### src/hdl/rrm_pkg.sv
// Package with shared constants, types and a helper function for the row rank mask block.
`timescale 1ns / 1ps

package rrm_pkg;

    localparam int ROW_MAX = 64;
    localparam int IDX_W   = $clog2(ROW_MAX);
    localparam int LEN_W   = 7;
    localparam int RANK_W  = 6;
    localparam int COEF_W  = 16;
    localparam int MAG_W   = COEF_W - 1;
    localparam int CFG_IDX_W  = 1;
    localparam int CFG_DATA_W = LEN_W;

    localparam logic [CFG_IDX_W-1:0] REG_ROW_LEN    = 1'd0;
    localparam logic [CFG_IDX_W-1:0] REG_RANK_INDEX = 1'd1;

    localparam logic [LEN_W-1:0] ROW_LEN_RST = 7'd64;

    // Insertion request broadcast to every cell of the sorting chain.
    typedef struct packed {
        logic             valid;
        logic             restart;
        logic [MAG_W-1:0] mag;
    } ins_t;

    // What a cell shows its right-hand neighbor.
    typedef struct packed {
        logic             occ;
        logic             gt;
        logic [MAG_W-1:0] mag;
    } link_t;

    // Saturated magnitude: the most negative value maps to the largest magnitude.
    function automatic logic [MAG_W-1:0] magnitude(input logic [COEF_W-1:0] v);
        logic [COEF_W-1:0] neg;
        neg = COEF_W'(~v + COEF_W'(1));
        if (!v[COEF_W-1])
            return v[MAG_W-1:0];
        else if (neg[COEF_W-1])
            return '1;
        else
            return neg[MAG_W-1:0];
    endfunction

endpackage

### src/hdl/rrm_ifs.sv
// Valid/ready channel interfaces for coefficients in and masked coefficients out.
`timescale 1ns / 1ps

interface rrm_in_if;
    logic                              valid;
    logic                              ready;
    logic signed [rrm_pkg::COEF_W-1:0] coeff_in;

    modport source (output valid, output coeff_in, input ready);
    modport sink   (input valid, input coeff_in, output ready);
endinterface

interface rrm_out_if;
    logic                              valid;
    logic                              ready;
    logic signed [rrm_pkg::COEF_W-1:0] coeff_out;
    logic                              row_end;

    modport source (output valid, output coeff_out, output row_end, input ready);
    modport sink   (input valid, input coeff_out, input row_end, output ready);
endinterface

### src/hdl/row_rank_magnitude_mask.sv
// Top level of the row rank magnitude mask: row store, sorting chain and result stream.
// Coefficients are taken one per cycle until a row of row_len values, clamped to 1..64,
// is held; each one is inserted into a 64-cell sorting chain as it arrives, so the
// rank_index-th smallest magnitude is ready once the row is complete. The ST_THR state
// then latches that threshold, and the row is read back from the row store in arrival
// order through rd_data_reg and out_data_reg, one result per cycle while the output is
// not stalled, with magnitudes below the threshold zeroed and row_end on the last value.
// No coefficient is taken while a row is being emitted. The row store needs no clearing
// after reset.
`timescale 1ns / 1ps

module row_rank_magnitude_mask
(
    input  logic                                clk,
    input  logic                                rst_n,
    input  logic                                cfg_we,
    input  logic [rrm_pkg::CFG_IDX_W-1:0]       cfg_idx,
    input  logic [rrm_pkg::CFG_DATA_W-1:0]      cfg_data,
    rrm_in_if.sink                              coeffs,
    rrm_out_if.source                           masked
);

    localparam logic [1:0] ST_FILL = 2'd0;
    localparam logic [1:0] ST_THR  = 2'd1;
    localparam logic [1:0] ST_EMIT = 2'd2;

    logic [1:0]                 state_reg;
    logic [1:0]                 state_next;
    logic [rrm_pkg::LEN_W-1:0]  row_len_reg;
    logic [rrm_pkg::RANK_W-1:0] rank_reg;
    logic [rrm_pkg::LEN_W-1:0]  fill_reg;
    logic [rrm_pkg::LEN_W-1:0]  fill_next;
    logic [rrm_pkg::LEN_W-1:0]  iss_reg;
    logic [rrm_pkg::LEN_W-1:0]  iss_next;
    logic [rrm_pkg::MAG_W-1:0]  thr_reg;
    logic                       rd_valid_reg;
    logic                       rd_valid_next;
    logic                       rd_last_reg;
    logic [rrm_pkg::COEF_W-1:0] rd_data_reg;
    logic                       out_valid_reg;
    logic                       out_valid_next;
    logic [rrm_pkg::COEF_W-1:0] out_data_reg;
    logic                       out_last_reg;

    logic [rrm_pkg::COEF_W-1:0] row_store [rrm_pkg::ROW_MAX];

    logic [rrm_pkg::LEN_W-1:0]  eff_len;
    logic [rrm_pkg::LEN_W-1:0]  rank_clamped;
    logic [rrm_pkg::LEN_W-1:0]  fill_inc;
    logic                       accept_in;
    logic                       out_done;
    logic                       restart;
    logic [rrm_pkg::IDX_W-1:0]  wr_idx;
    logic                       issue;
    logic                       rd_move;
    logic                       rd_below;
    rrm_pkg::ins_t              ins;
    logic [rrm_pkg::MAG_W-1:0]  rank_mag;

    always_comb
    begin
        if (row_len_reg == '0)
            eff_len = rrm_pkg::LEN_W'(1);
        else if (row_len_reg > rrm_pkg::LEN_W'(rrm_pkg::ROW_MAX))
            eff_len = rrm_pkg::LEN_W'(rrm_pkg::ROW_MAX);
        else
            eff_len = row_len_reg;
    end

    assign rank_clamped = (rrm_pkg::LEN_W'(rank_reg) >= eff_len)
                        ? eff_len - rrm_pkg::LEN_W'(1)
                        : rrm_pkg::LEN_W'(rank_reg);

    assign coeffs.ready = (state_reg == ST_FILL);
    assign accept_in    = coeffs.valid && coeffs.ready;
    assign out_done     = masked.valid && masked.ready && masked.row_end;

    // A partial row left over from a longer row length is dropped here.
    assign restart  = (fill_reg == '0) || (fill_reg >= eff_len);
    assign wr_idx   = restart ? '0 : fill_reg[rrm_pkg::IDX_W-1:0];
    assign fill_inc = restart ? rrm_pkg::LEN_W'(1) : fill_reg + rrm_pkg::LEN_W'(1);

    assign ins.valid   = accept_in;
    assign ins.restart = restart;
    assign ins.mag     = rrm_pkg::magnitude(coeffs.coeff_in);

    rrm_sort_chain u_chain
    (
        .clk      (clk),
        .rst_n    (rst_n),
        .ins      (ins),
        .rank_sel (rank_clamped[rrm_pkg::IDX_W-1:0]),
        .rank_mag (rank_mag)
    );

    assign rd_move = rd_valid_reg && (!out_valid_reg || masked.ready);
    assign issue   = (state_reg == ST_EMIT) && (iss_reg < eff_len)
                   && (!rd_valid_reg || rd_move);
    assign rd_below = rrm_pkg::magnitude(rd_data_reg) < thr_reg;

    always_comb
    begin
        state_next = state_reg;
        fill_next  = fill_reg;
        iss_next   = iss_reg;
        unique case (state_reg)
            ST_FILL:
            begin
                if (accept_in)
                begin
                    fill_next = fill_inc;
                    if (fill_inc == eff_len)
                        state_next = ST_THR;
                end
            end
            ST_THR:
            begin
                fill_next  = '0;
                iss_next   = '0;
                state_next = ST_EMIT;
            end
            ST_EMIT:
            begin
                if (issue)
                    iss_next = iss_reg + rrm_pkg::LEN_W'(1);
                if (out_done)
                    state_next = ST_FILL;
            end
            default:
            begin
                state_next = ST_FILL;
            end
        endcase
    end

    always_comb
    begin
        rd_valid_next = rd_valid_reg;
        if (issue)
            rd_valid_next = 1'b1;
        else if (rd_move)
            rd_valid_next = 1'b0;

        out_valid_next = out_valid_reg;
        if (rd_move)
            out_valid_next = 1'b1;
        else if (masked.ready)
            out_valid_next = 1'b0;
    end

    always_ff @(posedge clk or negedge rst_n)
    begin
        if (!rst_n)
        begin
            state_reg     <= ST_FILL;
            row_len_reg   <= rrm_pkg::ROW_LEN_RST;
            rank_reg      <= '0;
            fill_reg      <= '0;
            iss_reg       <= '0;
            rd_valid_reg  <= 1'b0;
            out_valid_reg <= 1'b0;
        end
        else
        begin
            state_reg     <= state_next;
            fill_reg      <= fill_next;
            iss_reg       <= iss_next;
            rd_valid_reg  <= rd_valid_next;
            out_valid_reg <= out_valid_next;
            if (cfg_we)
            begin
                unique case (cfg_idx)
                    rrm_pkg::REG_ROW_LEN:    row_len_reg <= cfg_data;
                    rrm_pkg::REG_RANK_INDEX: rank_reg    <= cfg_data[rrm_pkg::RANK_W-1:0];
                    default:                 rank_reg    <= rank_reg;
                endcase
            end
        end
    end

    // Row store and its registered read port; data is captured only when a read issues.
    always_ff @(posedge clk)
    begin
        if (accept_in)
            row_store[wr_idx] <= coeffs.coeff_in;
        if (issue)
            rd_data_reg <= row_store[iss_reg[rrm_pkg::IDX_W-1:0]];
    end

    always_ff @(posedge clk)
    begin
        if (state_reg == ST_THR)
            thr_reg <= rank_mag;
        if (issue)
            rd_last_reg <= (iss_reg == eff_len - rrm_pkg::LEN_W'(1));
        if (rd_move)
        begin
            out_data_reg <= rd_below ? '0 : rd_data_reg;
            out_last_reg <= rd_last_reg;
        end
    end

    assign masked.valid     = out_valid_reg;
    assign masked.coeff_out = out_data_reg;
    assign masked.row_end   = out_last_reg;

endmodule

### src/hdl/rrm_sort_cell.sv
// One cell of the insertion sorting chain, holding a single magnitude.
`timescale 1ns / 1ps

module rrm_sort_cell
(
    input  logic                clk,
    input  logic                rst_n,
    input  rrm_pkg::ins_t       ins,
    input  rrm_pkg::link_t      left,
    output rrm_pkg::link_t      right
);

    logic                      valid_reg;
    logic                      valid_next;
    logic [rrm_pkg::MAG_W-1:0] mag_reg;
    logic [rrm_pkg::MAG_W-1:0] mag_next;
    logic                      occ;
    logic                      gt;
    logic [rrm_pkg::MAG_W-1:0] shift_in;

    // A restart empties the whole chain before the new value goes in.
    assign occ      = valid_reg && !(ins.valid && ins.restart);
    assign gt       = occ && (mag_reg > ins.mag);
    assign shift_in = left.gt ? left.mag : ins.mag;

    assign right.occ = occ;
    assign right.gt  = gt;
    assign right.mag = mag_reg;

    always_comb
    begin
        valid_next = valid_reg;
        mag_next   = mag_reg;
        if (ins.valid)
        begin
            valid_next = occ || left.occ;
            if (!occ || gt)
                mag_next = shift_in;
        end
    end

    always_ff @(posedge clk or negedge rst_n)
    begin
        if (!rst_n)
            valid_reg <= 1'b0;
        else
            valid_reg <= valid_next;
    end

    always_ff @(posedge clk)
    begin
        mag_reg <= mag_next;
    end

endmodule

### src/hdl/rrm_sort_chain.sv
// Row of sorting cells that keeps the row's magnitudes in ascending order.
`timescale 1ns / 1ps

module rrm_sort_chain
(
    input  logic                        clk,
    input  logic                        rst_n,
    input  rrm_pkg::ins_t               ins,
    input  logic [rrm_pkg::IDX_W-1:0]   rank_sel,
    output logic [rrm_pkg::MAG_W-1:0]   rank_mag
);

    rrm_pkg::link_t links [rrm_pkg::ROW_MAX];
    rrm_pkg::link_t head;

    // The left edge acts as an occupied cell that is never larger than the new value.
    assign head.occ = 1'b1;
    assign head.gt  = 1'b0;
    assign head.mag = '0;

    for (genvar i = 0; i < rrm_pkg::ROW_MAX; i++)
    begin : g_cell
        rrm_sort_cell u_cell
        (
            .clk   (clk),
            .rst_n (rst_n),
            .ins   (ins),
            .left  ((i == 0) ? head : links[(i == 0) ? 0 : i - 1]),
            .right (links[i])
        );
    end

    assign rank_mag = links[rank_sel].mag;

endmodule

### src/flat_wrapper.sv
// flat-port wrapper written by rule: the top's interface ports become plain ports
module row_rank_magnitude_mask_flat 
  (clk, rst_n, cfg_we, cfg_idx, cfg_data, coeffs_valid, coeffs_coeff_in, coeffs_ready, masked_valid, masked_coeff_out, masked_row_end, masked_ready);
  rrm_in_if coeffs_i ();
  rrm_out_if masked_i ();
  input  logic clk;
  input  logic rst_n;
  input  logic cfg_we;
  input  logic [rrm_pkg::CFG_IDX_W-1:0] cfg_idx;
  input  logic [rrm_pkg::CFG_DATA_W-1:0] cfg_data;
  input wire logic [$bits(coeffs_i.valid)-1:0] coeffs_valid;
  input wire logic [$bits(coeffs_i.coeff_in)-1:0] coeffs_coeff_in;
  output wire logic [$bits(coeffs_i.ready)-1:0] coeffs_ready;
  output wire logic [$bits(masked_i.valid)-1:0] masked_valid;
  output wire logic [$bits(masked_i.coeff_out)-1:0] masked_coeff_out;
  output wire logic [$bits(masked_i.row_end)-1:0] masked_row_end;
  input wire logic [$bits(masked_i.ready)-1:0] masked_ready;
  assign coeffs_i.valid = coeffs_valid;
  assign coeffs_i.coeff_in = coeffs_coeff_in;
  assign coeffs_ready = coeffs_i.ready;
  assign masked_valid = masked_i.valid;
  assign masked_coeff_out = masked_i.coeff_out;
  assign masked_row_end = masked_i.row_end;
  assign masked_i.ready = masked_ready;
  row_rank_magnitude_mask u_core (.clk(clk), .rst_n(rst_n), .cfg_we(cfg_we), .cfg_idx(cfg_idx), .cfg_data(cfg_data), .coeffs(coeffs_i), .masked(masked_i));
endmodule
### config.mk
export PLATFORM = sky130hd
export DESIGN_NAME = row_rank_magnitude_mask_flat
export DESIGN_NICKNAME = d
export VERILOG_FILES = /design/src/hdl/rrm_pkg.sv /design/src/hdl/rrm_ifs.sv /design/src/hdl/row_rank_magnitude_mask.sv /design/src/hdl/rrm_sort_cell.sv /design/src/hdl/rrm_sort_chain.sv /design/src/flat_wrapper.sv
export SDC_FILE = /design/constraint.sdc
export NUM_CORES = 2
export LEC_CHECK = 0
export BUFFER_PORTS_ARGS = -buffer_cell sky130_fd_sc_hd__buf_2
export CAP_MARGIN = 20
export CORE_ASPECT_RATIO = 0.6
export CORE_MARGIN = 2
export CORE_UTILIZATION = 59
export DETAILED_ROUTE_END_ITERATION = 7
export PLACE_DENSITY = 0.87
export SYNTH_ARGS = -nofsm -noshare
export SYNTH_HDL_FRONTEND = slang
export SYNTH_SLANG_ARGS = --single-unit
export TNS_END_PERCENT = 30
### constraint.sdc
create_clock -name clk -period 11.43 [get_ports clk]
set_input_delay 2.286 -clock clk [delete_from_list [all_inputs] [get_ports clk]]
set_output_delay 2.286 -clock clk [all_outputs]
set_load 0.01 [all_outputs]
==> metrics.cfg <==
[layout]
fill_cells = 13495
layout_common_cells = edfxtp_1 (2,033), ha_1 (1,000), mux2_2 (963)
layout_commonest_cell = edfxtp_1
drive_gt1_frac = 0.230
nets = 9548
largest_reg_flops = 1024
area_growth_syn_to_layout_pct = 8.80

[clocking]
path_clk_slew_ns = 0.07
cts_resized = 0
cts_tree = done
postCtsSetupRepairBufs = 0
cts_sinks = 2128
htree_levels = 4
ctsHoldBuffers = 0
clockBufferDepth = 4
insertion_delay_ns = 0.92
cts-root-buf = clkbuf_16
cts_buffers = 202

[drt]
drt_pass1_iterations = 8
drt_iter0_drc = 17180
routed_wirelength_mm = 417
drc = 35
ant_nets = 0
via_per_inst = 7.54
avgRoutedWirePerCell_um = 36.8
dr_total_vias = 85312

[power_and_ir_drop]
ir_worst_vdd_uv = 252
total_power_mw = 29.7
p_per_area_mw_per_mm2 = 233
leakagePower_nw = 47.1

[setup_path]
end_kind = flip-flop
cp_num_buf_inv = 5
regToRegEndpoint = u_core.thr_reg[9]
crit_path_frequent_cell = buf_4
slowest_stage = nor3_1
cp-startpoint = coeffs_coeff_in[2]
cp_max_fo = 69
path_depth = 20
r2r-start = u_core.row_len_reg[6]
path_cells = buf_2, buf_4, nor3_1, nand2b_1, nor2_1, nand2_1, or2_2, nor3_1, nand3_1, buf_4, nand2_4, inv_4, buf_4, ha_1, o21ai_0, a21oi_1, a211oi_1, o21ai_0, o2111a_1, mux2_2
r2r_setup_slack_ns = 3.98
critPathCapture = u_core.u_chain.g_cell[1].u_cell.mag_reg[8]
cp_top_family = simple AND/OR/NAND/NOR gates
cp.required_ns = 12.03
crit_arrival_ns = 9.83
r2r_cells = 15
slowest_delay_ns = 1.17
crit_type = primary input to flip-flop
startpoint_type = primary input

[yosys]
syn_nets = 9539
ys_seq_area_frac = 0.541
synth_edf_count = 2033
ys_async_sr_fraction = 0.0446
ys_types = 80
ys_ff_latch = 2128
avgSynthCellArea_sq_um = 13.8
synth_area_sq_mm = 0.117
yosys_warnings = 0
synth_cells = 8510
synthFlopType = edfxtp_1

[global_routing]
use_met2 = 0.534
use_met1 = 0.553
use_met3 = 0.225
overflow = 0
grt_max_degree = 158
grt_pass1_vias = 81804
top_usage_layer = met1
antenna_found_initial = 58
grt_usage = 0.406
grt_pass1_wl_mm = 585

[floorplanning]
core_area_sq_mm = 0.197
die-area_sq_mm = 0.202
die_x_um = 579
start_util = 0.595
rows = 126
ios = 48
fp.dieH_um = 349

[timing]
finalHoldViolations = 0
slew_headroom = 0.0147
clock_skew_ns = 0.105
max_freq_mhz = 108
tns_ns = 0
tightestPinTransition_ns = 1.48
rsz0062_at_grt = false
drv_slew = 0
final-setup-viol-count = 0
fin_crit_ns = 9.23
fin_crit_sh = 0.807

[outcome]
violations = design-rule violations
status = finished, violations left

[placed_design]
io_buffer_count = 47
place_congestion = 1.01
hpwl_mm = 269

[min_path]
hp-start = u_core.rd_last_reg
worstHoldPathCells = 0
min_path_type = flip-flop to flip-flop

[flow_run]
cap_violations = 0

-- area by class of cell --
cell class,instances,area (sq um),area share
well taps,2624,3280,0.0258
multi-input cells,5711,51200,0.401
inverters,164,653,0.00512
clock buffers,266,5510,0.0432
diodes,19,47.5,0.000373
clock inverters,95,951,0.00746
flip-flops and latches,2128,63400,0.498
repair buffers,312,2410,0.0189
-- Yosys cell counts, types with 127 or more instances --
library cell  instances  area share
mux2_2              963       0.093
ha_1               1000        0.11
mux4_2              352       0.068
o21a_1              127      0.0081
a21o_1              253       0.016
nand2_1             762       0.024
nor2_1              177      0.0057
o21ai_0             144      0.0062
clkbuf_1            282      0.0090
nand4_1             203       0.011
inv_1               161      0.0052
edfxtp_1           2033        0.52
a21oi_1             519       0.022
mux2i_1             133       0.011
nand3_1             259       0.011
-- cell families after synthesis --
logic type | Yosys count | share of synthesized area
multiplexers | 1450 | 0.172
AO/OA/AOI/OAI | 1446 | 0.0786
XOR/XNOR | 30 | 0.00224
buffers and inverters | 671 | 0.0248
AND/OR/NAND/NOR | 1785 | 0.0741
adder cells (fa/ha/maj) | 1000 | 0.107
flip-flops | 2128 | 0.541
-- routing by layer --
metal	vias up	routed length, um
met4	60	19500
met2	8261	162000
li1	33622	-
met3	1439	83500
met1	41930	151000
met5	-	868
-- worst min-delay path by stage --
stage | endpoint | slack, ns
floorplan | u_core.masked.row_end | 0.40
CTS | u_core.masked.row_end | 0.45
global placement | u_core.masked.row_end | 0.41
global route | u_core.masked.row_end | 0.45
finish | u_core.masked.row_end | 0.45
detailed placement | u_core.masked.row_end | 0.44
-- per-stage QoR --
stage | utilization | cell area, sq um | worst slack (ns) | instances | hold slack, ns
floorplan | - | 117000 | 3.61 | 8510 | 0.400
detailed placement | 0.614 | 121000 | 2.06 | 10927 | 0.440
finish | 0.647 | 127000 | 2.20 | 11319 | 0.450
global route | 0.647 | 127000 | 2.36 | 11310 | 0.454
CTS | 0.646 | 127000 | 2.95 | 11288 | 0.453
global placement | 0.613 | 121000 | 2.23 | 10916 | 0.411
-- power breakdown --
| group | internal [mW] | total [mW] | switching, mW |
|---|---|---|---|
| Sequential | 10.2 | 11.6 | 1.44 |
| Combinational | 4.21 | 11.2 | 7.04 |
| Clock | 3.81 | 6.88 | 3.07 |
| Total | 18.2 | 29.7 | 11.6 |
(Power assumes the default switching activity.)
